File: config.mk
export PLATFORM = sky130hd
export DESIGN_NAME = tndc_prep
export DESIGN_NICKNAME = d
export VERILOG_FILES = /design/src/rtl/core/tndc_pkg.sv /design/src/rtl/core/tndc_prep.sv
export SDC_FILE = /design/constraint.sdc
export NUM_CORES = 2
export LEC_CHECK = 0
export BUFFER_PORTS_ARGS = -buffer_cell sky130_fd_sc_hd__buf_2
export CAP_MARGIN = 20
export CORE_ASPECT_RATIO = 1.2
export CORE_MARGIN = 1
export CORE_UTILIZATION = 45
export CTS_CLUSTER_SIZE = 8
export DETAILED_ROUTE_END_ITERATION = 6
export PLACE_DENSITY = 0.72
export RECOVER_POWER = 50
export SLEW_MARGIN = 10
export SYNTH_ARGS = -nofsm -noshare
export SYNTH_HDL_FRONTEND = slang
export SYNTH_SLANG_ARGS = --single-unit
File: constraint.sdc
create_clock -name clk -period 9.4 [get_ports clk]
set_clock_uncertainty 0.05 [all_clocks]
set_input_delay 0.47 -clock clk [delete_from_list [all_inputs] [get_ports clk]]
set_output_delay 0.47 -clock clk [all_outputs]
set_load 0.02 [all_outputs]
File: src/rtl/core/tndc_pkg.sv
// Shared types, constants and arithmetic helpers for the timer deadline pipeline.
package tndc_pkg;

    // Timer kinds as carried on the slave-side tuser.
    localparam logic [1:0] KIND_PRECISE     = 2'd0;
    localparam logic [1:0] KIND_COARSE      = 2'd1;
    localparam logic [1:0] KIND_VERY_COARSE = 2'd2;

    localparam logic [29:0] NS_PER_SEC = 30'd1000000000;
    localparam logic [19:0] NS_PER_MS  = 20'd1000000;
    localparam logic [9:0]  MS_PER_SEC = 10'd1000;

    // Reciprocals for constant division, each exact over its operand width.
    // (x >> 3) * DIV1000_MUL >> 35 gives x / 1000 for a 31-bit x.
    localparam logic [28:0] DIV1000_MUL = 29'd274877907;
    // (x >> 6) * DIV1E6_MUL >> 38 gives x / 1000000 for a 30-bit x.
    localparam logic [24:0] DIV1E6_MUL  = 25'd17592187;
    // (x >> 2) * DIV5_MUL >> 16 gives x / 20 for x below 20480.
    localparam logic [13:0] DIV5_MUL    = 14'd13108;

    typedef enum logic [1:0] {
        MODE_EVEN,
        MODE_QUAD,
        MODE_EDGE,
        MODE_STEP
    } mode_t;

    typedef enum logic [2:0] {
        STEP_25,
        STEP_50,
        STEP_100,
        STEP_200,
        STEP_250,
        STEP_500
    } step_t;

    typedef struct packed {
        logic [31:0] sec;
        logic [29:0] nsec;
    } tstamp_t;

    typedef struct packed {
        logic [1:0]  kind;
        logic [30:0] iv;
        tstamp_t     dl;
        tstamp_t     now;
        logic [21:0] q;
        logic [29:0] rns;
        logic [9:0]  slack;
        logic [31:0] vc_sec;
        mode_t       mode;
        step_t       step;
    } prep_t;

    typedef struct packed {
        prep_t   ctx;
        tstamp_t dl1;
    } adv_t;

    // Carries one second out of a nanosecond count below two seconds.
    function automatic tstamp_t norm_time(input logic [31:0] sec, input logic [30:0] nsec);
        tstamp_t t;
        if (nsec >= 31'(NS_PER_SEC)) begin
            t.sec  = sec + 32'd1;
            t.nsec = 30'(nsec - 31'(NS_PER_SEC));
        end else begin
            t.sec  = sec;
            t.nsec = nsec[29:0];
        end
        return t;
    endfunction

    function automatic logic time_before(input tstamp_t a, input tstamp_t b);
        return (a.sec < b.sec) || ((a.sec == b.sec) && (a.nsec < b.nsec));
    endfunction

    // Largest multiple of step not above v; step is always a constant at the call.
    function automatic logic [9:0] floor_mult(input logic [9:0] v, input logic [9:0] step);
        logic [9:0] b;
        b = '0;
        for (int k = 1; k <= 40; k++) begin
            if (k * int'(step) <= int'(v)) begin
                b = 10'(k * int'(step));
            end
        end
        return b;
    endfunction

endpackage

File: src/rtl/core/tndc_prep.sv
// Front stages: time normalization, interval split into seconds and milliseconds, rounding class.
module tndc_prep (
    input  logic              clk,
    input  logic              rst_n,
    input  logic              en,
    input  logic              in_valid,
    input  logic [1:0]        kind,
    input  logic [30:0]       interval,
    input  logic [31:0]       deadline_sec,
    input  logic [29:0]       deadline_nsec,
    input  logic [31:0]       now_sec,
    input  logic [29:0]       now_nsec,
    output logic              out_valid,
    output tndc_pkg::prep_t   out_item
);

    // Stage 1
    logic                s1_valid_reg;
    logic [1:0]          s1_kind_reg;
    logic [30:0]         s1_iv_reg;
    tndc_pkg::tstamp_t   s1_dl_reg, s1_dl_next;
    tndc_pkg::tstamp_t   s1_now_reg, s1_now_next;
    logic [21:0]         s1_q_reg, s1_q_next;
    logic [9:0]          s1_slack_reg, s1_slack_next;
    logic [56:0]         prod1000;
    logic [26:0]         prod5;

    // Stage 2
    logic                s2_valid_reg;
    logic [1:0]          s2_kind_reg;
    logic [30:0]         s2_iv_reg;
    tndc_pkg::tstamp_t   s2_dl_reg, s2_now_reg;
    logic [21:0]         s2_q_reg;
    logic [9:0]          s2_slack_reg;
    logic [9:0]          s2_r_reg, s2_r_next;
    logic [31:0]         s2_vc_reg, s2_vc_next;
    logic                s2_small_reg, s2_small_next;
    logic                s2_lt50_reg, s2_lt50_next;
    logic                s2_ge5000_reg, s2_ge5000_next;
    logic [31:0]         rem_full;
    logic [31:0]         vc_sum;

    // Stage 3
    logic                s3_valid_reg;
    tndc_pkg::prep_t     s3_item_reg, s3_item_next;
    logic                m500, m50, m100, m200, m250;

    always_comb
    begin
        s1_dl_next  = tndc_pkg::norm_time(deadline_sec, {1'b0, deadline_nsec});
        s1_now_next = tndc_pkg::norm_time(now_sec, {1'b0, now_nsec});
        prod1000    = 57'(interval[30:3]) * 57'(tndc_pkg::DIV1000_MUL);
        s1_q_next   = prod1000[56:35];
        prod5       = 27'(interval[14:2]) * 27'(tndc_pkg::DIV5_MUL);
        // The allowed error never needs to exceed a whole second.
        if (interval >= 31'd20000) begin
            s1_slack_next = tndc_pkg::MS_PER_SEC;
        end else begin
            s1_slack_next = prod5[25:16];
        end
    end

    always_comb
    begin
        rem_full  = 32'(s1_iv_reg) - 32'(s1_q_reg) * 32'd1000;
        s2_r_next = rem_full[9:0];
        vc_sum    = s1_dl_reg.sec + 32'(s1_iv_reg);
        if (vc_sum <= s1_now_reg.sec) begin
            s2_vc_next = s1_now_reg.sec + 32'(s1_iv_reg);
        end else begin
            s2_vc_next = vc_sum;
        end
        s2_small_next  = (s1_iv_reg < 31'd100) && (s1_iv_reg != 31'd25)
                         && (s1_iv_reg != 31'd50) && (s1_iv_reg != 31'd75);
        s2_lt50_next   = s1_iv_reg < 31'd50;
        s2_ge5000_next = s1_iv_reg >= 31'd5000;
    end

    // Every step size divides 1000, so the millisecond remainder decides divisibility.
    always_comb
    begin
        m500 = (s2_r_reg == 10'd0) || (s2_r_reg == 10'd500);
        m50  = tndc_pkg::floor_mult(s2_r_reg, 10'd50) == s2_r_reg;
        m100 = tndc_pkg::floor_mult(s2_r_reg, 10'd100) == s2_r_reg;
        m200 = tndc_pkg::floor_mult(s2_r_reg, 10'd200) == s2_r_reg;
        m250 = tndc_pkg::floor_mult(s2_r_reg, 10'd250) == s2_r_reg;

        s3_item_next.kind   = s2_kind_reg;
        s3_item_next.iv     = s2_iv_reg;
        s3_item_next.dl     = s2_dl_reg;
        s3_item_next.now    = s2_now_reg;
        s3_item_next.q      = s2_q_reg;
        s3_item_next.rns    = 30'(30'(s2_r_reg) * 30'(tndc_pkg::NS_PER_MS));
        s3_item_next.slack  = s2_slack_reg;
        s3_item_next.vc_sec = s2_vc_reg;

        if (s2_small_reg) begin
            s3_item_next.mode = s2_lt50_reg ? tndc_pkg::MODE_EVEN : tndc_pkg::MODE_QUAD;
        end else if (m500 && s2_ge5000_reg) begin
            s3_item_next.mode = tndc_pkg::MODE_EDGE;
        end else begin
            s3_item_next.mode = tndc_pkg::MODE_STEP;
        end

        if (m500) begin
            s3_item_next.step = tndc_pkg::STEP_500;
        end else if (m200) begin
            s3_item_next.step = tndc_pkg::STEP_200;
        end else if (m100) begin
            s3_item_next.step = tndc_pkg::STEP_100;
        end else if (m250) begin
            s3_item_next.step = tndc_pkg::STEP_250;
        end else if (m50) begin
            s3_item_next.step = tndc_pkg::STEP_50;
        end else begin
            s3_item_next.step = tndc_pkg::STEP_25;
        end
    end

    always_ff @(posedge clk or negedge rst_n)
    begin
        if (!rst_n)
        begin
            s1_valid_reg <= 1'b0;
            s2_valid_reg <= 1'b0;
            s3_valid_reg <= 1'b0;
        end
        else if (en)
        begin
            s1_valid_reg <= in_valid;
            s2_valid_reg <= s1_valid_reg;
            s3_valid_reg <= s2_valid_reg;
        end
    end

    always_ff @(posedge clk)
    begin
        if (en)
        begin
            s1_kind_reg    <= kind;
            s1_iv_reg      <= interval;
            s1_dl_reg      <= s1_dl_next;
            s1_now_reg     <= s1_now_next;
            s1_q_reg       <= s1_q_next;
            s1_slack_reg   <= s1_slack_next;

            s2_kind_reg    <= s1_kind_reg;
            s2_iv_reg      <= s1_iv_reg;
            s2_dl_reg      <= s1_dl_reg;
            s2_now_reg     <= s1_now_reg;
            s2_q_reg       <= s1_q_reg;
            s2_slack_reg   <= s1_slack_reg;
            s2_r_reg       <= s2_r_next;
            s2_vc_reg      <= s2_vc_next;
            s2_small_reg   <= s2_small_next;
            s2_lt50_reg    <= s2_lt50_next;
            s2_ge5000_reg  <= s2_ge5000_next;

            s3_item_reg    <= s3_item_next;
        end
    end

    assign out_valid = s3_valid_reg;
    assign out_item  = s3_item_reg;

endmodule

==> flow_summary.toml <==
[flow_run]
cap_violations = 4

[sta]
hold_viol_final = 0
period_minus_slack_ps = 8020
fin_setup_tns_ps = 0
worst_pin_slew_ps = 4980
final-max-slew-violation-count = 362
rsz0062_at_grt = "no"
fmax_mhz = 125
maxSlewHeadroom = -2.32
fin_crit_sh = 0.854
finalSetupViolCount = 0

[floorplan]
die_h_um = 349
die-area_um2 = 102000
die_w_um = 292
ios = 418
initial_core_util = 0.454
rows = 127
core_um2 = 99800

[clock_tree]
clk_latency_ps = 700
cts_root_buf = "clkbuf_16"
cts_max_level = 3
cts_tree = "built"
cts_buffers = 96
path_clk_slew_ps = 50
clk_path_buf_depth = 3
cts_setup_buffers = 0
cts.sinks = 670

[setup_path]
crit_start = "interval[8]"
required_ps = 9780
r2r_slack_ps = 2230
endpoint_kind = "flop"
cp-start-kind = "input pin"
critPathKind = "in2reg"
cp_max_fo = 10
crit_arrival_ps = 8400
r2r-start = "s1_iv_reg[0]"

[power_and_ir_drop]
pwr_density_cell_nw_per_um2 = 390
power_w = 0.0202
ir_drop_uv = 414
p_leak_nw = 23.4

[grt]
track_usage = 0.243
grt_start_max_net_pins = 162
grt_pass1_vias = 30300
antenna_found_initial = 18
gr-total-overflow = 0
grt_pass1_wl_um = 184000

[synth]
yosys-mux-area-fraction = 0.00171
async_reset_ff_frac = 0.00448
synth_compound_area_frac = 0.0766
yosysTopAreaCellShare = 0.442
syn_avg_cell_area_um2 = 12.5
synth_top_family_by_area = "adder cells"
synth_xor_area_frac = 0.0435
synth.distinct_cells = 91
synth_ff_type = "edfxtp_1"
synthSimpleGateAreaFrac = 0.0634
synthCells = 3628
synth_seq_area_share = 0.444
synth_seq_cells = 670
synthAdderAreaFrac = 0.311
synth_edf_count = 667
yosysWarnings = 0
syn-cell-area_um2 = 45300
synth_top_area_cell = "edfxtp_1"
synth_area_leaders = "edfxtp_1, ha_1, fa_1, inv_1, xnor2_1"

[drt]
route.detailed.drc = 0
viasPerCell = 5.35
ant_nets = 0
dr.max_layer_used = "met5"
wl_per_cell_um = 22.6
drt_wl_total_um = 124000
vias = 29300
m1WireLength_um = 48600
dr.pass1.iters = 6
drt_iter0_drc = 2291
wl_met3_um = 8520
met2WireLength_um = 60100

[final_layout]
largest_reg_flops = 247
nets = 5245
filler_cell_count = 8658
area_growth_pct = 14.6
drive_gt1_frac = 0.130

[place]
io_buffers = 411
gp_congestion = 1.01
hpwl_um = 99900

[min_path]
hp-start = "now_nsec[28]"
hp-class = "in2reg"

[status]
status = "finished with violations"
violations = "capacitance limit, slew limit"
-- power by group --
part,switching [W],total (W),internal (W)
Clock,0.00128,0.00315,0.00187
Sequential,0.000236,0.00444,0.00420
Combinational,0.00727,0.0126,0.00537
Total,0.00879,0.0202,0.0114
-- worst paths after layout --
kind	end	cells after the start
worst min register to register	out_item[202]	0
worst min-delay path	s1_now_reg[28]	2
worst max register to register	s2_vc_reg[15]	21
min in group asynchronous	out_valid	2
max in group asynchronous	s1_valid_reg	2
worst max-delay path	s1_q_reg[20]	24
-- layout by cell type, fill, tap and decap left out, types with 16 or more instances in the layout --
master / Yosys / final
o21a_1: 26 / 26
dlygate4sd3_1: 0 / 30
o21ai_1: 23 / 20
nor2b_1: 19 / 19
clkbuf_16: 0 / 96
o21bai_1: 29 / 29
and3_1: 31 / 31
xnor2_1: 157 / 157
o31ai_1: 19 / 19
a31oi_1: 16 / 16
nor3_1: 30 / 30
fa_1: 326 / 326
inv_1: 669 / 669
nand2b_1: 21 / 21
nand4_1: 44 / 44
ha_1: 602 / 602
nor2_1: 110 / 110
o21ai_0: 76 / 79
buf_2: 5 / 374
clkbuf_1: 19 / 53
a21oi_1: 134 / 134
and2_1: 16 / 16
nand2_1: 159 / 158
xor2_1: 68 / 68
nand3_1: 59 / 59
edfxtp_1: 667 / 667
a21o_1: 75 / 75
-- cell type report --
cell class,instances,area [um^2],area share
diodes,4,10.0,0.000193
clock buffers,107,2450,0.0473
clock inverters,13,230,0.00444
inverters,672,2520,0.0486
multi-input cells,2254,22500,0.433
flip-flops and latches,670,20100,0.388
well taps,1290,1610,0.0311
repair buffers,462,2470,0.0476
-- cells by family after synthesis --
group                      after synthesis
muxes                                    7
adders and majority gates              928
DFF                                    670
AOI/OAI and AO/OA                      518
buffers and inverters                  709
xor gates and xnor gates               225
other                                    1
and+or+nand+nor                        570
-- stage by stage --
step,util,setup WS [ps],hold slack (ps),instances,area (um^2)
finish,0.520,1380,49.5,5472,51900
global route,0.520,1000,19.2,5468,51900
CTS,0.520,1820,2.27,5466,51900
detailed placement,0.491,1120,219,5316,49000
global placement,0.491,1230,217,5316,49000
floorplan,-,2430,124,3633,45300
-- metal layers --
metal  vias to the layer above  GRT usage
met3                       291     0.0547
met4                        24      0.122
met1                     14400      0.293
met2                      1026      0.410
met5                         -          0
li1                      13600          -
-- critical path, cell delays in order --
cell	delay (ps)
clkbuf_1	670
inv_1	340
ha_1	540
inv_1	190
ha_1	260
fa_1	600
inv_1	70
fa_1	480
fa_1	530
fa_1	450
fa_1	560
inv_1	40
ha_1	280
and4_1	250
nand2_1	70
a211o_1	330
nand4b_1	240
nand4_1	170
o2111ai_1	240
a21oi_1	230
o31ai_1	570
o221ai_1	330
o31a_1	370
xnor2_1	130
-- cell usage after synthesis, types with 14 or more instances --
library cell  number
nor2_1           110
nand2_1          159
a31oi_1           16
o21a_1            26
ha_1             602
xnor2_1          157
a21oi_1          134
nor2b_1           19
o21ai_0           76
xor2_1            68
o21ai_1           23
edfxtp_1         667
o21bai_1          29
nand4_1           44
nand2b_1          21
and2_1            16
or3_1             14
and3_1            31
fa_1             326
a21o_1            75
inv_1            669
o31ai_1           19
clkbuf_1          19
nor3_1            30
nand3_1           59
-- what timing repair did --
item / 4_1_cts / 5_1_grt
endpoints found under the hold margin: 32 / 0
gates resized for setup: 0 / 0
hold buffers: 30 / 0
(Power assumes the default switching activity.)
