[config.mk]
export PLATFORM = sky130hd
export DESIGN_NAME = tndc_snap
export DESIGN_NICKNAME = d
export VERILOG_FILES = /design/src/rtl/core/tndc_pkg.sv /design/src/rtl/core/tndc_snap.sv
export SDC_FILE = /design/constraint.sdc
export NUM_CORES = 2
export LEC_CHECK = 0
export ABC_AREA = 0
export BUFFER_PORTS_ARGS = -buffer_cell sky130_fd_sc_hd__buf_2
export CORE_MARGIN = 4
export CORE_UTILIZATION = 45
export DETAILED_ROUTE_END_ITERATION = 10
export PLACE_DENSITY_LB_ADDON = 0.08
export RECOVER_POWER = 25
export SYNTH_ARGS = -nofsm -noshare
export SYNTH_HDL_FRONTEND = slang
export SYNTH_SLANG_ARGS = --single-unit
[constraint.sdc]
create_clock -name clk -period 9.6 [get_ports clk]
set_input_delay 1.92 -clock clk [delete_from_list [all_inputs] [get_ports clk]]
set_output_delay 1.92 -clock clk [all_outputs]
set_load 0.02 [all_outputs]
[src/rtl/core/tndc_pkg.sv]
// Shared types, constants and arithmetic helpers for the timer deadline pipeline.
package tndc_pkg;

    // Timer kinds as carried on the slave-side tuser.
    localparam logic [1:0] KIND_PRECISE     = 2'd0;
    localparam logic [1:0] KIND_COARSE      = 2'd1;
    localparam logic [1:0] KIND_VERY_COARSE = 2'd2;

    localparam logic [29:0] NS_PER_SEC = 30'd1000000000;
    localparam logic [19:0] NS_PER_MS  = 20'd1000000;
    localparam logic [9:0]  MS_PER_SEC = 10'd1000;

    // Reciprocals for constant division, each exact over its operand width.
    // (x >> 3) * DIV1000_MUL >> 35 gives x / 1000 for a 31-bit x.
    localparam logic [28:0] DIV1000_MUL = 29'd274877907;
    // (x >> 6) * DIV1E6_MUL >> 38 gives x / 1000000 for a 30-bit x.
    localparam logic [24:0] DIV1E6_MUL  = 25'd17592187;
    // (x >> 2) * DIV5_MUL >> 16 gives x / 20 for x below 20480.
    localparam logic [13:0] DIV5_MUL    = 14'd13108;

    typedef enum logic [1:0] {
        MODE_EVEN,
        MODE_QUAD,
        MODE_EDGE,
        MODE_STEP
    } mode_t;

    typedef enum logic [2:0] {
        STEP_25,
        STEP_50,
        STEP_100,
        STEP_200,
        STEP_250,
        STEP_500
    } step_t;

    typedef struct packed {
        logic [31:0] sec;
        logic [29:0] nsec;
    } tstamp_t;

    typedef struct packed {
        logic [1:0]  kind;
        logic [30:0] iv;
        tstamp_t     dl;
        tstamp_t     now;
        logic [21:0] q;
        logic [29:0] rns;
        logic [9:0]  slack;
        logic [31:0] vc_sec;
        mode_t       mode;
        step_t       step;
    } prep_t;

    typedef struct packed {
        prep_t   ctx;
        tstamp_t dl1;
    } adv_t;

    // Carries one second out of a nanosecond count below two seconds.
    function automatic tstamp_t norm_time(input logic [31:0] sec, input logic [30:0] nsec);
        tstamp_t t;
        if (nsec >= 31'(NS_PER_SEC)) begin
            t.sec  = sec + 32'd1;
            t.nsec = 30'(nsec - 31'(NS_PER_SEC));
        end else begin
            t.sec  = sec;
            t.nsec = nsec[29:0];
        end
        return t;
    endfunction

    function automatic logic time_before(input tstamp_t a, input tstamp_t b);
        return (a.sec < b.sec) || ((a.sec == b.sec) && (a.nsec < b.nsec));
    endfunction

    // Largest multiple of step not above v; step is always a constant at the call.
    function automatic logic [9:0] floor_mult(input logic [9:0] v, input logic [9:0] step);
        logic [9:0] b;
        b = '0;
        for (int k = 1; k <= 40; k++) begin
            if (k * int'(step) <= int'(v)) begin
                b = 10'(k * int'(step));
            end
        end
        return b;
    endfunction

endpackage

[src/rtl/core/tndc_snap.sv]
// Back stages: millisecond snapping for coarse timers, late catch-up, kind select and output register.
module tndc_snap (
    input  logic                clk,
    input  logic                rst_n,
    input  logic                en,
    input  logic                in_valid,
    input  tndc_pkg::adv_t      in_item,
    output logic                out_valid,
    output tndc_pkg::tstamp_t   out_time
);

    // T1: milliseconds of the advanced deadline
    logic                t1_valid_reg;
    tndc_pkg::adv_t      t1_adv_reg;
    logic [9:0]          t1_ms_reg, t1_ms_next;
    logic [48:0]         prod_ms;

    // T2: reachable window and candidate boundaries
    logic                t2_valid_reg;
    tndc_pkg::adv_t      t2_adv_reg;
    logic [9:0]          t2_ms_reg;
    logic [9:0]          t2_lo_reg, t2_lo_next;
    logic [9:0]          t2_hi_reg, t2_hi_next;
    logic [9:0]          t2_base_reg, t2_base_next;
    logic [9:0]          t2_step_reg, t2_step_next;
    logic [9:0]          t2_small_reg, t2_small_next;
    logic [10:0]         hi_sum;
    logic [9:0]          b25, b50, b100, b200, b250, b500;
    logic                up50, up100;

    // T3: snapped fraction
    logic                t3_valid_reg;
    tndc_pkg::adv_t      t3_adv_reg;
    logic [9:0]          t3_frac_reg, t3_frac_next;
    logic [10:0]         mid, upper;

    // T4: snapped deadline
    logic                t4_valid_reg;
    tndc_pkg::adv_t      t4_adv_reg;
    tndc_pkg::tstamp_t   t4_dl2_reg, t4_dl2_next;

    // T5: one more interval, raw sums
    logic                t5_valid_reg;
    tndc_pkg::adv_t      t5_adv_reg;
    tndc_pkg::tstamp_t   t5_dl2_reg;
    logic [31:0]         t5_sec_reg, t5_sec_next;
    logic [30:0]         t5_nsec_reg, t5_nsec_next;
    logic                t5_late_reg, t5_late_next;

    // T6: normalized catch-up deadline
    logic                t6_valid_reg;
    tndc_pkg::adv_t      t6_adv_reg;
    tndc_pkg::tstamp_t   t6_dl2_reg;
    logic                t6_late_reg;
    tndc_pkg::tstamp_t   t6_redo_reg, t6_redo_next;

    // Output register
    logic                out_valid_reg;
    tndc_pkg::tstamp_t   out_time_reg, out_time_next;

    always_comb
    begin
        prod_ms    = 49'(in_item.dl1.nsec[29:6]) * 49'(tndc_pkg::DIV1E6_MUL);
        t1_ms_next = prod_ms[47:38];
    end

    always_comb
    begin
        if (t1_ms_reg >= t1_adv_reg.ctx.slack) begin
            t2_lo_next = t1_ms_reg - t1_adv_reg.ctx.slack;
        end else begin
            t2_lo_next = '0;
        end
        hi_sum = 11'(t1_ms_reg) + 11'(t1_adv_reg.ctx.slack);
        if (hi_sum > 11'(tndc_pkg::MS_PER_SEC)) begin
            t2_hi_next = tndc_pkg::MS_PER_SEC;
        end else begin
            t2_hi_next = hi_sum[9:0];
        end

        b25  = tndc_pkg::floor_mult(t1_ms_reg, 10'd25);
        b50  = tndc_pkg::floor_mult(t1_ms_reg, 10'd50);
        b100 = tndc_pkg::floor_mult(t1_ms_reg, 10'd100);
        b200 = tndc_pkg::floor_mult(t1_ms_reg, 10'd200);
        b250 = tndc_pkg::floor_mult(t1_ms_reg, 10'd250);
        b500 = tndc_pkg::floor_mult(t1_ms_reg, 10'd500);

        unique case (t1_adv_reg.ctx.step)
            tndc_pkg::STEP_50:  begin t2_base_next = b50;  t2_step_next = 10'd50;  end
            tndc_pkg::STEP_100: begin t2_base_next = b100; t2_step_next = 10'd100; end
            tndc_pkg::STEP_200: begin t2_base_next = b200; t2_step_next = 10'd200; end
            tndc_pkg::STEP_250: begin t2_base_next = b250; t2_step_next = 10'd250; end
            tndc_pkg::STEP_500: begin t2_base_next = b500; t2_step_next = 10'd500; end
            default:            begin t2_base_next = b25;  t2_step_next = 10'd25;  end
        endcase

        // Short intervals set a low bit rather than rounding by addition.
        up50  = (t1_ms_reg - b50) >= 10'd25;
        up100 = (t1_ms_reg - b100) >= 10'd50;
        if (t1_adv_reg.ctx.mode == tndc_pkg::MODE_EVEN) begin
            t2_small_next = {t1_ms_reg[9:2], t1_ms_reg[1] | up50, 1'b0};
        end else begin
            t2_small_next = {t1_ms_reg[9:3], t1_ms_reg[2] | up100, 2'b00};
        end
    end

    always_comb
    begin
        mid   = 11'(t2_base_reg) + 11'(t2_step_reg >> 1);
        upper = 11'(t2_base_reg) + 11'(t2_step_reg);
        case (t2_adv_reg.ctx.mode) inside
            tndc_pkg::MODE_EVEN, tndc_pkg::MODE_QUAD:
            begin
                t3_frac_next = t2_small_reg;
            end
            default:
            begin
                if (t2_lo_reg == 10'd0) begin
                    t3_frac_next = '0;
                end else if (t2_hi_reg == tndc_pkg::MS_PER_SEC) begin
                    t3_frac_next = tndc_pkg::MS_PER_SEC;
                end else if (t2_adv_reg.ctx.mode == tndc_pkg::MODE_EDGE) begin
                    t3_frac_next = (t2_ms_reg >= 10'd500) ? t2_hi_reg : t2_lo_reg;
                end else if (11'(t2_ms_reg) < mid) begin
                    t3_frac_next = (t2_base_reg > t2_lo_reg) ? t2_base_reg : t2_lo_reg;
                end else if (upper < 11'(t2_hi_reg)) begin
                    t3_frac_next = upper[9:0];
                end else begin
                    t3_frac_next = t2_hi_reg;
                end
            end
        endcase
    end

    always_comb
    begin
        if (t3_frac_reg == tndc_pkg::MS_PER_SEC) begin
            t4_dl2_next.sec  = t3_adv_reg.dl1.sec + 32'd1;
            t4_dl2_next.nsec = '0;
        end else begin
            t4_dl2_next.sec  = t3_adv_reg.dl1.sec;
            t4_dl2_next.nsec = 30'(30'(t3_frac_reg) * 30'(tndc_pkg::NS_PER_MS));
        end
    end

    always_comb
    begin
        t5_sec_next  = t4_dl2_reg.sec + 32'(t4_adv_reg.ctx.q);
        t5_nsec_next = 31'(t4_dl2_reg.nsec) + 31'(t4_adv_reg.ctx.rns);
        t5_late_next = tndc_pkg::time_before(t4_dl2_reg, t4_adv_reg.ctx.now);
    end

    always_comb
    begin
        t6_redo_next = tndc_pkg::norm_time(t5_sec_reg, t5_nsec_reg);
    end

    always_comb
    begin
        unique case (t6_adv_reg.ctx.kind)
            tndc_pkg::KIND_PRECISE:
            begin
                out_time_next = t6_adv_reg.dl1;
            end
            tndc_pkg::KIND_COARSE:
            begin
                out_time_next = t6_late_reg ? t6_redo_reg : t6_dl2_reg;
            end
            tndc_pkg::KIND_VERY_COARSE:
            begin
                out_time_next.sec  = t6_adv_reg.ctx.vc_sec;
                out_time_next.nsec = t6_adv_reg.ctx.dl.nsec;
            end
            default:
            begin
                out_time_next = t6_adv_reg.ctx.dl;
            end
        endcase
    end

    always_ff @(posedge clk or negedge rst_n)
    begin
        if (!rst_n)
        begin
            t1_valid_reg  <= 1'b0;
            t2_valid_reg  <= 1'b0;
            t3_valid_reg  <= 1'b0;
            t4_valid_reg  <= 1'b0;
            t5_valid_reg  <= 1'b0;
            t6_valid_reg  <= 1'b0;
            out_valid_reg <= 1'b0;
        end
        else if (en)
        begin
            t1_valid_reg  <= in_valid;
            t2_valid_reg  <= t1_valid_reg;
            t3_valid_reg  <= t2_valid_reg;
            t4_valid_reg  <= t3_valid_reg;
            t5_valid_reg  <= t4_valid_reg;
            t6_valid_reg  <= t5_valid_reg;
            out_valid_reg <= t6_valid_reg;
        end
    end

    always_ff @(posedge clk)
    begin
        if (en)
        begin
            t1_adv_reg   <= in_item;
            t1_ms_reg    <= t1_ms_next;

            t2_adv_reg   <= t1_adv_reg;
            t2_ms_reg    <= t1_ms_reg;
            t2_lo_reg    <= t2_lo_next;
            t2_hi_reg    <= t2_hi_next;
            t2_base_reg  <= t2_base_next;
            t2_step_reg  <= t2_step_next;
            t2_small_reg <= t2_small_next;

            t3_adv_reg   <= t2_adv_reg;
            t3_frac_reg  <= t3_frac_next;

            t4_adv_reg   <= t3_adv_reg;
            t4_dl2_reg   <= t4_dl2_next;

            t5_adv_reg   <= t4_adv_reg;
            t5_dl2_reg   <= t4_dl2_reg;
            t5_sec_reg   <= t5_sec_next;
            t5_nsec_reg  <= t5_nsec_next;
            t5_late_reg  <= t5_late_next;

            t6_adv_reg   <= t5_adv_reg;
            t6_dl2_reg   <= t5_dl2_reg;
            t6_late_reg  <= t5_late_reg;
            t6_redo_reg  <= t6_redo_next;

            out_time_reg <= out_time_next;
        end
    end

    assign out_valid = out_valid_reg;
    assign out_time  = out_time_reg;

endmodule

==> impl_metrics.ini <==
[clocking]
cts_setup_buffers = 0
clk_latency_ps = 830
cts_max_level = 4
cts_tree = done
cts_sinks = 1856
ctsHoldBuffers = 0
cts.repair.resized = 0
cts-buffers-inserted = 194
cts_root_buf = clkbuf_16
ctsLongestPathBuffers = 3
clk_pin_slew_ps = 60

[pwr]
clkPwrFrac_pct = 24.9
seq_power_share_pct = 35.8
switching_share_pct = 35.1
p_comb_share_pct = 39.4
ir_worst_vdd_uv = 484
power.net_switching_mw = 10.4
internal_power_mw = 19.2
p_per_area_nw_per_um2 = 324
leakage_nw = 35.3

[critical_path]
crit_path_start_kind = primary input
critPathCaptureType = flop
crit_top_cell = fa_1
cpPeakStageDelay_ps = 670
path_max_fanout = 7
crit_required_ps = 10130
cp_cell_sequence = buf_2, fa_1, inv_1, fa_1, fa_1, inv_1, fa_1, inv_1, fa_1, inv_1, fa_1, fa_1, ha_1, a21o_1, a221oi_1, o211ai_1, a221o_1, nor4_1, a31oi_1, a31oi_1, mux2i_1, nand4_1
slowest_stage = fa_1
criticalPathCategory = primary input to flop
cp_data_arrival_time_ps = 8880
r2r_slack_ps = 4170

[final_layout]
nNetsFinal = 6441
drive_gt1_share_pct = 14.0
area_growth_pct = 14.1
largest_reg_flops = 287
final_core_util_pct = 51.7

[logic_synthesis]
synth_nets = 5923
synth_edf_count = 1849
yosysUniqueCellTypes = 82
yosysTopAreaCellShare_pct = 69.5
ys_dominant_reg_cell = edfxtp_1
synth_area_leader_cell = edfxtp_1
synthTopCellsByCount = edfxtp_1, inv_1, ha_1
synthCells = 4869
synthTopCellsByArea = edfxtp_1, ha_1, fa_1, inv_1, xnor2_1
synth_warnings = 0
avgSynthCellArea_um2 = 16.4
async_flop_share_pct = 0.377
ys_seq_elements = 1856
synth.most_common_cell = edfxtp_1
syn_area_um2 = 79900
ys_seq_area_share_pct = 69.7

[die]
die_x_um = 429
dieArea_um2 = 184000
core-area_um2 = 176000
ios = 385
core.rowCount = 154
start_util_pct = 45.3
die_height_um = 429

[global_route]
grt_overflow_total = 0
grt_antenna_before_repair = 13
grt_max_degree = 184
busiest_layer = met2
grtUsageMet3_pct = 2.93
grt_pass1_wl_mm = 252
track_usage_pct = 18.2
groute.layer.met2.usage_pct = 33.0
gr-usage-met1_pct = 22.5
grt_pass1_vias = 41100

[placement]
pre_cts_ws_ps = 439
port_buffers = 353
place.gp.congestion = 0.877
post-dp-hpwl_mm = 121

[timing]
rsz0062_at_grt = false
fin_setup_tns_ps = 0
hold_violations = 0
fin_skew_ps = 66.7
worstMarginPinSlew_ps = 1070
period_share_pct = 87.1
setup_ws_ps = 1240
setup_violations = 0
slew_headroom_pct = 28.8
slew_violations = 0
min_period_ps = 8360
clock.fmax_mhz = 120

[route]
viasPerCell = 5.07
drc_errors = 0
routedWlPerCell_um = 21.3
vias = 40000
firstDrtPassIters = 5
drt-total-wl_mm = 168
ant_nets = 0
drtIter0Drc = 2820

[run_status]
outcome = finished clean

[min_path]
hold_class = flop to flop

[job]
drv_cap = 0
[cells by family (layout without fill, tap and decap cells)]
kind of cell / Yosys count / after routing / share of synthesized area [%]
compound gates: 675 / 675 / 5.33
xor+xnor: 195 / 195 / 2.14
fa+ha+maj: 732 / 732 / 13.8
buf+inv: 583 / 1263 / 2.76
flops: 1856 / 1856 / 69.7
mux: 111 / 111 / 1.95
other cells: 0 / 2 / 0
simple gates: 717 / 717 / 4.30
[cell type report]
class | instances | area [um^2]
Multi-Input combinational cell | 2430 | 22000
Timing Repair Buffer | 397 | 2240
Inverter | 508 | 1910
Tap cell | 2340 | 2930
Clock buffer | 236 | 5010
Sequential cell | 1856 | 55700
Clock inverter | 122 | 1360
Fill cell | 14700 | 85100
Antenna cell | 2 | 5.00
[placed cells by master, fill, tap and decap left out, types with 14 or more instances in the layout]
cell,count
fa_1,252
mux4_2,32
clkbuf_1,42
buf_4,34
or3_1,15
xnor2_1,136
nand4_1,37
clkbuf_16,194
nor2_1,170
o21ai_0,164
clkinv_2,36
mux2i_1,39
nor2b_1,44
mux2_2,40
inv_1,507
o21bai_1,24
a211oi_1,18
a31oi_1,22
buf_2,352
nand3_1,63
a21oi_1,197
edfxtp_1,1849
xor2_1,59
nand2b_1,23
and3_1,31
bufinv_16,19
clkinv_1,38
a21o_1,59
o21a_1,33
ha_1,480
o211ai_1,16
nand2_1,226
or2_2,14
nor3_1,43
[path summary, 6_finish.rpt]
check / cells past startpoint / start / endpoint
min in group asynchronous: 1 / rst_n / t3_valid_reg
worst max-delay path: 22 / in_item[21] / t1_ms_reg[9]
worst min-delay path: 0 / t3_adv_reg[132] / t4_adv_reg[132]
worst min register to register: 0 / t3_adv_reg[132] / t4_adv_reg[132]
max in group asynchronous: 1 / rst_n / out_valid
worst max register to register: 17 / t3_frac_reg[1] / t4_dl2_reg[29]
[worst max-delay path: cells and delay by family]
family,cells,cell delay (ps)
mux,1,250
compound gates,6,1920
fa+ha+maj,8,4000
simple gates,2,300
buf+inv,5,470
[per-layer routing]
| metal | wire length (um) | vias up |
|---|---|---|
| met3 | 5850 | 253 |
| met1 | 68600 | 19900 |
| met2 | 89100 | 742 |
| li1 | - | 19100 |
| met5 | 26 | - |
| met4 | 4150 | 4 |
[through the flow]
stage	hold slack (ps)	total power [mW]	instances	area, um^2
CTS	385	29.9	7889	91200
global placement	400	22.2	7531	84800
global route	389	31.9	7891	91200
finish	379	29.6	7891	91200
detailed placement	405	22.3	7531	84800
floorplan	400	18.8	4869	79900
[power groups by stage]
stage	Clock [mW]	Combinational (mW)	Sequential [mW]
after floorplan	0	8.30	10.5
after global placement	0	11.5	10.7
after detailed placement	0	11.5	10.8
after CTS	7.61	11.7	10.6
after global routing	7.97	13.3	10.6
final	7.36	11.6	10.6
(Power assumes the default switching activity.)
