File: src/rtl/core/tndc_pkg.sv
// Shared types, constants and arithmetic helpers for the timer deadline pipeline.
package tndc_pkg;

    // Timer kinds as carried on the slave-side tuser.
    localparam logic [1:0] KIND_PRECISE     = 2'd0;
    localparam logic [1:0] KIND_COARSE      = 2'd1;
    localparam logic [1:0] KIND_VERY_COARSE = 2'd2;

    localparam logic [29:0] NS_PER_SEC = 30'd1000000000;
    localparam logic [19:0] NS_PER_MS  = 20'd1000000;
    localparam logic [9:0]  MS_PER_SEC = 10'd1000;

    // Reciprocals for constant division, each exact over its operand width.
    // (x >> 3) * DIV1000_MUL >> 35 gives x / 1000 for a 31-bit x.
    localparam logic [28:0] DIV1000_MUL = 29'd274877907;
    // (x >> 6) * DIV1E6_MUL >> 38 gives x / 1000000 for a 30-bit x.
    localparam logic [24:0] DIV1E6_MUL  = 25'd17592187;
    // (x >> 2) * DIV5_MUL >> 16 gives x / 20 for x below 20480.
    localparam logic [13:0] DIV5_MUL    = 14'd13108;

    typedef enum logic [1:0] {
        MODE_EVEN,
        MODE_QUAD,
        MODE_EDGE,
        MODE_STEP
    } mode_t;

    typedef enum logic [2:0] {
        STEP_25,
        STEP_50,
        STEP_100,
        STEP_200,
        STEP_250,
        STEP_500
    } step_t;

    typedef struct packed {
        logic [31:0] sec;
        logic [29:0] nsec;
    } tstamp_t;

    typedef struct packed {
        logic [1:0]  kind;
        logic [30:0] iv;
        tstamp_t     dl;
        tstamp_t     now;
        logic [21:0] q;
        logic [29:0] rns;
        logic [9:0]  slack;
        logic [31:0] vc_sec;
        mode_t       mode;
        step_t       step;
    } prep_t;

    typedef struct packed {
        prep_t   ctx;
        tstamp_t dl1;
    } adv_t;

    // Carries one second out of a nanosecond count below two seconds.
    function automatic tstamp_t norm_time(input logic [31:0] sec, input logic [30:0] nsec);
        tstamp_t t;
        if (nsec >= 31'(NS_PER_SEC)) begin
            t.sec  = sec + 32'd1;
            t.nsec = 30'(nsec - 31'(NS_PER_SEC));
        end else begin
            t.sec  = sec;
            t.nsec = nsec[29:0];
        end
        return t;
    endfunction

    function automatic logic time_before(input tstamp_t a, input tstamp_t b);
        return (a.sec < b.sec) || ((a.sec == b.sec) && (a.nsec < b.nsec));
    endfunction

    // Largest multiple of step not above v; step is always a constant at the call.
    function automatic logic [9:0] floor_mult(input logic [9:0] v, input logic [9:0] step);
        logic [9:0] b;
        b = '0;
        for (int k = 1; k <= 40; k++) begin
            if (k * int'(step) <= int'(v)) begin
                b = 10'(k * int'(step));
            end
        end
        return b;
    endfunction

endpackage

File: src/rtl/core/tndc_advance.sv
// Middle stages: adds the interval to the old deadline and to now, and keeps the one not in the past.
module tndc_advance (
    input  logic              clk,
    input  logic              rst_n,
    input  logic              en,
    input  logic              in_valid,
    input  tndc_pkg::prep_t   in_item,
    output logic              out_valid,
    output tndc_pkg::adv_t    out_item
);

    logic                a1_valid_reg;
    tndc_pkg::prep_t     a1_ctx_reg;
    logic [31:0]         a1_dsec_reg, a1_dsec_next;
    logic [30:0]         a1_dns_reg, a1_dns_next;
    logic [31:0]         a1_nsec_reg, a1_nsec_next;
    logic [30:0]         a1_nns_reg, a1_nns_next;

    logic                a2_valid_reg;
    tndc_pkg::prep_t     a2_ctx_reg;
    tndc_pkg::tstamp_t   a2_from_dl_reg, a2_from_dl_next;
    tndc_pkg::tstamp_t   a2_from_now_reg, a2_from_now_next;

    logic                a3_valid_reg;
    tndc_pkg::adv_t      a3_item_reg, a3_item_next;

    always_comb
    begin
        a1_dsec_next = in_item.dl.sec + 32'(in_item.q);
        a1_dns_next  = 31'(in_item.dl.nsec) + 31'(in_item.rns);
        a1_nsec_next = in_item.now.sec + 32'(in_item.q);
        a1_nns_next  = 31'(in_item.now.nsec) + 31'(in_item.rns);
    end

    always_comb
    begin
        a2_from_dl_next  = tndc_pkg::norm_time(a1_dsec_reg, a1_dns_reg);
        a2_from_now_next = tndc_pkg::norm_time(a1_nsec_reg, a1_nns_reg);
    end

    always_comb
    begin
        a3_item_next.ctx = a2_ctx_reg;
        if (tndc_pkg::time_before(a2_from_dl_reg, a2_ctx_reg.now)) begin
            a3_item_next.dl1 = a2_from_now_reg;
        end else begin
            a3_item_next.dl1 = a2_from_dl_reg;
        end
    end

    always_ff @(posedge clk or negedge rst_n)
    begin
        if (!rst_n)
        begin
            a1_valid_reg <= 1'b0;
            a2_valid_reg <= 1'b0;
            a3_valid_reg <= 1'b0;
        end
        else if (en)
        begin
            a1_valid_reg <= in_valid;
            a2_valid_reg <= a1_valid_reg;
            a3_valid_reg <= a2_valid_reg;
        end
    end

    always_ff @(posedge clk)
    begin
        if (en)
        begin
            a1_ctx_reg      <= in_item;
            a1_dsec_reg     <= a1_dsec_next;
            a1_dns_reg      <= a1_dns_next;
            a1_nsec_reg     <= a1_nsec_next;
            a1_nns_reg      <= a1_nns_next;

            a2_ctx_reg      <= a1_ctx_reg;
            a2_from_dl_reg  <= a2_from_dl_next;
            a2_from_now_reg <= a2_from_now_next;

            a3_item_reg     <= a3_item_next;
        end
    end

    assign out_valid = a3_valid_reg;
    assign out_item  = a3_item_reg;

endmodule

File: config.mk
export PLATFORM = sky130hd
export DESIGN_NAME = tndc_advance
export DESIGN_NICKNAME = d
export VERILOG_FILES = /design/src/rtl/core/tndc_pkg.sv /design/src/rtl/core/tndc_advance.sv
export SDC_FILE = /design/constraint.sdc
export NUM_CORES = 1
export LEC_CHECK = 0
export BUFFER_PORTS_ARGS = -buffer_cell sky130_fd_sc_hd__buf_2
export CORE_MARGIN = 2
export CORE_UTILIZATION = 30
export DETAILED_ROUTE_END_ITERATION = 12
export GPL_TIMING_DRIVEN = 0
export HOLD_SLACK_MARGIN = 0.03
export PLACE_DENSITY = 0.59
export SLEW_MARGIN = 20
export SYNTH_ARGS = -nofsm -noshare
export SYNTH_HDL_FRONTEND = slang
export SYNTH_SLANG_ARGS = --single-unit
export TNS_END_PERCENT = 1
File: constraint.sdc
create_clock -name clk -period 2.4 [get_ports clk]
set_input_delay 0.24 -clock clk [delete_from_list [all_inputs] [get_ports clk]]
set_output_delay 0.24 -clock clk [all_outputs]
set_load 0.005 [all_outputs]
==> summary.md, run 1 <==
| Metric | Value |
|---|---|
| Initial antenna violation count | 15 |
| Setup violators final | 208 |
| Critical path type | reg2reg |
| Core Util, Final | 39.9% |
| Via count | 25157 |
| Syn Nets | 2961 |
| DRT antenna net count | 0 |
| Port Buf Inserts | 578 |
| Total power | 47.8 mW |
| Failing checks | setup timing |
| Compound-cell area share of the yosys netlist | 7.21% |
| Max-slew headroom | 47.1% |
| Setup WS post-layout | -606 ps |
| Vias per Instance | 4.56 |
| CTS tree | built |
| Post-synth ARST share | 0.277% |
| Total routed wirelength | 114000 um |
| Top cells by area, synth | edfxtp_1 75%, ha_1 4.9%, xnor2_1 2.2% |
| Mux share of post-synthesis cell area | 1.77% |
| GR Util met3 | 3.89% |
| Data arrival, critical path | 3510 ps |
| Clock Latency Late Sink | 750 ps |
| Cell area after synthesis | 43000 um^2 |
| Fraction of layout cells with a size suffix above 1 | 28.7% |
| Status | complete, but fails checks |
| Met1 Usage GRT | 19.6% |
| Clk sinks | 1083 |
| Crit start category | register |
| Clk slew on worst S/H paths | 60 ps |
| RD Place Congestion | 0.838 |
| Gr busiest metal | met2 |
| Mapped Cells | 2528 |
| RSZ-0062 raised after global routing | true |
| Mean routed wirelength per cell | 20.6 um |
| Hold Fails Final Rpt | 0 |
| Hold Path Class | in2reg |
| Critical path capture point type | register |
| Inst Count DP | 5004 |
| Worst vdd ir | 755 uV |
| Vias in the first global route | 25100 |
| Achievable frequency | 333 MHz |
| Yosys reg bits | 1083 |
| Commonest non-fill, non-tap cell in the layout | edfxtp_1 |
| Vert. Die Dim | 383 um |
| Post-synth cell types | 84 |
| Max-slew violations | 0 |
| Post-synth top area share | 75.3% |
| Die area | 147000 um^2 |
| Largest family of logic cells by synthesized area | compound AO/OA/AOI/OAI gates |
| Most frequent cells in the layout | 1080 x edfxtp_1, 587 x buf_2, 268 x dlygate4sd3_1, 151 x ha_1, 123 x a21oi_1 |
| Worst EP required | 2900 ps |
| Deepest clock path buffer count | 3 |
| Post-Synth XOR/XNOR Area | 4.13% |
| Pwr/cell area | 844 nW/um^2 |
| Maximum number of pins on one net before global-route repair | 145 |
| HPWL after detailed placement | 82200 um |
| Max FFs per register | 318 |
| Mean area per synthesized cell | 17.0 um^2 |
| Fillers | 13028 |
| EDFF count, synth | 1080 |
| GRT Overall Usage | 15.0% |
| Post-route cell area | 56600 um^2 |
| Ys flop type | edfxtp_1 |
| Starting Density | 30.3% |
| Fin nets | 3964 |
| Grt ovf | 0 |
| Die width | 383 um |
| Maximum capacitance violations | 0 |
| Core footprint | 142000 um^2 |
| DP Area | 48600 um^2 |
| Root buffer cell | clkbuf_16 |
| LEAKAGE | 21.5 nW |
| Skew final | 54.7 ps |
| Non-Filler Instances | 5516 |
| DRC violations left | 0 |
| Post-synth top area cell | edfxtp_1 |
| Tmin final | 3010 ps |
| I/O Pins | 579 |
| Pre-antenna DRT Iters | 5 |
| Synth Area in Adders | 5.10% |
| Syn-to-layout area delta | 31.4% |
| DR iter-0 viols | 1765 |
| Simple-gate share of the synthesized area | 4.89% |
| CTS buffer count | 115 |
| Critical path peak fanout | 10 |
| First-pass GRT wire length | 162000 um |
| # rows | 138 |
| H-tree Lvls | 3 |
| Crit share post-route | 125% |
| Sequential area share after synthesis | 75.5% |
| Yosys warnings | 0 |
| Met2 global-route usage | 24.5% |
| Worst slew pin tran | 794 ps |
==> worst max-delay path: stages, from the launching register on <==
cell and delay (ps):
edfxtp_1 450, ha_4 300, nand4_1 210, or3_4 430, nor3_4 210, o2111ai_2 170
o21ai_4 220, buf_12 160, buf_12 120, buf_12 130, mux2_2 340
==> worst paths after layout <==
check / start / to / cells after the start / slack, ps
min: in_item[133] / a1_nsec_reg[4] / 4 / 80
max in group asynchronous: rst_n / out_valid / 3 / 1860
min reg2reg: a2_ctx_reg[198] / out_item[260] / 0 / 390
min in group asynchronous: rst_n / a2_valid_reg / 3 / 380
max reg2reg: a2_from_dl_reg[45] / out_item[51] / 10 / -610
max: a2_from_dl_reg[45] / out_item[51] / 10 / -610
==> power breakdown <==
part | internal [mW] | switching [mW] | leakage (nW)
clock | 10.5 | 7.55 | 1.86
sequential | 23.0 | 0.835 | 10.6
combinational | 2.55 | 3.27 | 9.06
==> layout make-up <==
cell class	count	area [um^2]	area share [%]
Clock inverter	72	865	1.53
Timing Repair Buffer	887	6150	10.9
Buffer	34	334	0.591
Inverter	108	405	0.717
Clock buffer	136	2980	5.26
Multi-Input combinational cell	1302	10900	19.4
Sequential cell	1083	32500	57.5
Antenna cell	4	10.0	0.0177
Tap cell	1890	2360	4.18
==> cells by family (layout without fill, tap and decap cells) <==
group	Yosys count	count (layout)
flops	1083	1083
mux	68	68
buf+inv	143	1237
other cells	0	4
compound gates	450	450
fa+ha+maj	173	173
xor+xnor	203	203
simple gates	408	408
==> repair_timing <==
| action | in CTS | in global routing |
|---|---|---|
| endpoints found under the setup margin | 190 | 238 |
| resized for setup | 123 | 142 |
| endpoints found under the hold margin | 351 | 17 |
| pin swaps | 31 | 46 |
| cloned | 0 | 0 |
| buffers inserted | 13 | 5 |
| hold buffers | 271 | 14 |
==> layer usage <==
metal  vias up  share of wire (%)
li1      11820                  -
met1     12428                 43
met2       700                 48
met3       193                6.9
met4        16                2.6
met5         -              0.081
==> stage by stage <==
stage / setup WS, ps / TNS [ps] / hold WS (ps)
2_1_floorplan: -120 / -8020 / -55.6
3_3_place_gp: -17270 / - / 34.1
3_5_place_dp: -1900 / -337460 / 38.2
4_1_cts: -613 / -71140 / 30.9
5_1_grt: -712 / -80370 / 38.9
6_report: -606 / -57690 / 76.2
==> cells in the mapped netlist (4+ instances only) <==
| library cell | n |
|---|---|
| mux2_2 | 61 |
| o21bai_1 | 11 |
| nand2b_1 | 14 |
| a21boi_0 | 10 |
| o21a_1 | 18 |
| edfxtp_1 | 1080 |
| o211ai_1 | 8 |
| buf_2 | 10 |
| and3_1 | 20 |
| xnor2_1 | 106 |
| a21oi_1 | 148 |
| and4_1 | 8 |
| buf_4 | 7 |
| o2111ai_1 | 5 |
| nand4_1 | 36 |
| ha_1 | 169 |
| nand2_1 | 92 |
| or4_1 | 5 |
| xor2_1 | 97 |
| a211oi_1 | 16 |
| o21ai_0 | 59 |
| fa_1 | 4 |
| a21o_1 | 83 |
| a22oi_1 | 4 |
| and2_1 | 12 |
| or3_1 | 4 |
| or2_2 | 5 |
| a211oi_2 | 11 |
| nor3_1 | 28 |
| a31oi_1 | 16 |
| o21ai_1 | 4 |
| a311o_1 | 5 |
| a41oi_1 | 5 |
| nor2_1 | 75 |
| a2111oi_2 | 5 |
| nor4_1 | 10 |
| inv_1 | 107 |
| nand3_1 | 61 |
| o21ai_2 | 5 |
| nor2b_1 | 15 |
| clkbuf_1 | 15 |
| mux2_1 | 5 |
Note: power is estimated with default switching activity, not from simulation.
==> run 2: changes to the inputs <==
- CORE_ASPECT_RATIO: not set -> 1.5
- REMOVE_ABC_BUFFERS: not set -> 1
==> run 2 against run 1 <==
The run still ends with setup timing left. Sequential power about the same. Routed wire length decreased by 1.6%. Global-route usage decreased by 0.13 points. Clock power about the same. Fmax decreased by 1.4%. Combinational power about the same. Sequential share of layout area about the same. Setup slack got worse by 44 ps. Hold slack got worse by 6.3 ps. Clock skew decreased by 18 ps. Critical path depth increased by 1. Power decreased by 0.58%. Highest routed layer unchanged.
==> summary.md, run 2 (synthesis results as in run 1) <==
| Metric | Value |
|---|---|
| Achievable frequency | 328 MHz (-1.4%) |
| Starting Density | 30.2% (-0.17 points) |
| DP Worst Slack | -1800 ps (+99.0 ps) |
| Port Buf Inserts | 578 (unchanged) |
| Vias in the first global route | 25059 (-0.16%) |
| I/O Pins | 579 (unchanged) |
| Most frequent cells in the layout | 1080 x edfxtp_1, 586 x buf_2, 261 x dlygate4sd3_1, 147 x ha_1, 121 x a21oi_1 |
| DR iter-0 viols | 2002 (+13%) |
| Clock Latency Late Sink | 730 ps (-20 ps) |
| Worst vdd ir | 561 uV (-26%) |
| Maximum capacitance violations | 0 (unchanged) |
| Slowest CP cell | edfxtp_1 |
| Critical path peak fanout | 8 (-2) |
| Maximum number of pins on one net before global-route repair | 149 (+2.8%) |
| Fin nets | 3938 (-0.66%) |
| GR Util met3 | 4.15% (+0.26 points) |
| LEAKAGE | 21.6 nW (about the same) |
| Pwr/cell area | 840 nW/um^2 (-0.58%) |
| Setup WS post-layout | -650 ps (-44.2 ps) |
| Tmin final | 3050 ps (+44.2 ps) |
| Worst r2r path cells | 11 (+1) |
| Vias per Instance | 4.51 (-1.2%) |
| CTS tree | built |
| Syn-to-layout area delta | 31.4% (about the same) |
| Fin Setup TNS | -67790 ps (-10100 ps) |
| CTS buffer count | 107 (-7.0%) |
| DRC violations left | 0 (unchanged) |
| Deepest clock path buffer count | 3 (unchanged) |
| Initial antenna violation count | 15 (unchanged) |
| Met2 global-route usage | 24.5% (+0.035 points) |
| Clk sinks | 1083 (unchanged) |
| Grt ovf | 0 (unchanged) |
| Met1 Usage GRT | 18.9% (-0.70 points) |
| Max-slew headroom | 46.0% (-1.1 points) |
| Delay-heaviest family, CP | simple AND/OR/NAND/NOR gates |
| Skew final | 36.7 ps (-18.0 ps) |
| Clk slew on worst S/H paths | 70 ps (about the same) |
| Pre-antenna DRT Iters | 5 (unchanged) |
| First-pass GRT wire length | 160000 um (-1.0%) |
| Crit share post-route | 127% (+1.8 points) |
| Total routed wirelength | 112000 um (-1.6%) |
| Max FFs per register | 318 (unchanged) |
| Core footprint | 143000 um^2 (+0.56%) |
| Critical path type | reg2reg |
| Setup violators final | 205 (-1.4%) |
| DRT antenna net count | 0 (unchanged) |
| Crit start category | register |
| Hold Path Class | in2reg |
| Die area | 147000 um^2 (about the same) |
| HPWL after detailed placement | 79100 um (-3.8%) |
| Vert. Die Dim | 468 um (+22%) |
| Worst slew pin tran | 810 ps (+16.1 ps) |
| Commonest non-fill, non-tap cell in the layout | edfxtp_1 |
| Min Hold Slack | 69.9 ps (-6.30 ps) |
| Worst path buffer plus inverter count | 4 (+1) |
| WHS Path Cells | 3 (-1) |
| Max-slew violations | 0 (unchanged) |
| Inst Count DP | 4976 (-0.56%) |
| Worst path cell trace | ha_4, nand4_1, buf_6, or3_4, nor3_4, o2111ai_4, o21ai_4, buf_6, buf_16, buf_16, mux2_2 |
| Data arrival, critical path | 3520 ps (about the same) |
| Mean routed wirelength per cell | 20.3 um (-1.3%) |
| RD Place Congestion | 0.824 (-1.6%) |
| Status | complete, but fails checks |
| Die width | 313 um (-18%) |
| GRT Overall Usage | 14.9% (-0.13 points) |
| Failing checks | setup timing |
| Worst EP required | 2870 ps (-30 ps) |
| Via count | 24765 (-1.6%) |
| Fillers | 13083 (+0.42%) |
| Root buffer cell | clkbuf_16 |
| Fraction of layout cells with a size suffix above 1 | 28.9% (+0.20 points) |
| Hold Fails Final Rpt | 0 (unchanged) |
| Gr busiest metal | met2 |
| Non-Filler Instances | 5496 (-0.36%) |
| Max stage delay on crit path | 440 ps (about the same) |
| RSZ-0062 raised after global routing | true |
| Crit path depth | 11 (+1) |
| # rows | 170 (+23%) |
| Critical path capture point type | register |
| H-tree Lvls | 3 (unchanged) |
| Total power | 47.5 mW (-0.58%) |
[run 2: final cells by class]
type | instances | area [um^2] | area share, %
diodes | 10 | 25.0 | 0.0442
clock buffers | 125 | 2820 | 4.98
clock inverters | 73 | 893 | 1.58
inverters | 108 | 408 | 0.721
multi-input cells | 1302 | 11100 | 19.6
flip-flops and latches | 1083 | 32500 | 57.5
well taps | 1892 | 2370 | 4.19
repair buffers | 903 | 6480 | 11.5
[run 2: per-stage QoR]
stage / utilization, % / area [um^2]
finish: 39.6 / 56600
global route: 39.6 / 56500
CTS: 39.2 / 55900
detailed placement: 34.0 / 48500
global placement: 33.7 / 48100
floorplan: - / 42900
[run 2: path summary, 6_finish.rpt]
check	end	from	slack, ps
max	out_item[28]	a2_from_dl_reg[45]	-650
min	a1_nsec_reg[2]	in_item[79]	70
max reg2reg	out_item[28]	a2_from_dl_reg[45]	-650
min reg2reg	a2_ctx_reg[210]	a1_ctx_reg[210]	390
max in group asynchronous	a1_valid_reg	rst_n	1880
min in group asynchronous	out_valid	rst_n	380
[run 2: timing repair]
| item | in CTS | in global routing |
|---|---|---|
| hold buffers | 268 | 25 |
| gates cloned | 3 | 0 |
| pin swaps | 40 | 38 |
| resized for setup | 156 | 103 |
| endpoints found under the hold margin | 356 | 34 |
| setup buffers | 22 | 6 |
| endpoints found under the setup margin | 297 | 239 |
[run 2: where the power goes]
part | internal [mW] | switching [mW] | total (mW)
logic | 2.64 | 3.21 | 5.85
registers | 23.0 | 0.822 | 23.9
clock network | 10.3 | 7.49 | 17.8
total | 36.0 | 11.5 | 47.5
[run 2: routing by layer]
metal  up-vias  share of wire (%)
met5         -               0.12
met4        18                2.4
met3       158                7.5
met2       685                 48
met1     12142                 42
li1      11762                  -
[run 2: worst reg2reg max path, stage by stage (launching register included)]
cell and delay [ps]:
edfxtp_1 440, ha_4 300, nand4_1 90, buf_6 150, or3_4 420, nor3_4 220, o2111ai_4 190, o21ai_4 230
buf_6 130, buf_16 140, buf_16 150, mux2_2 350
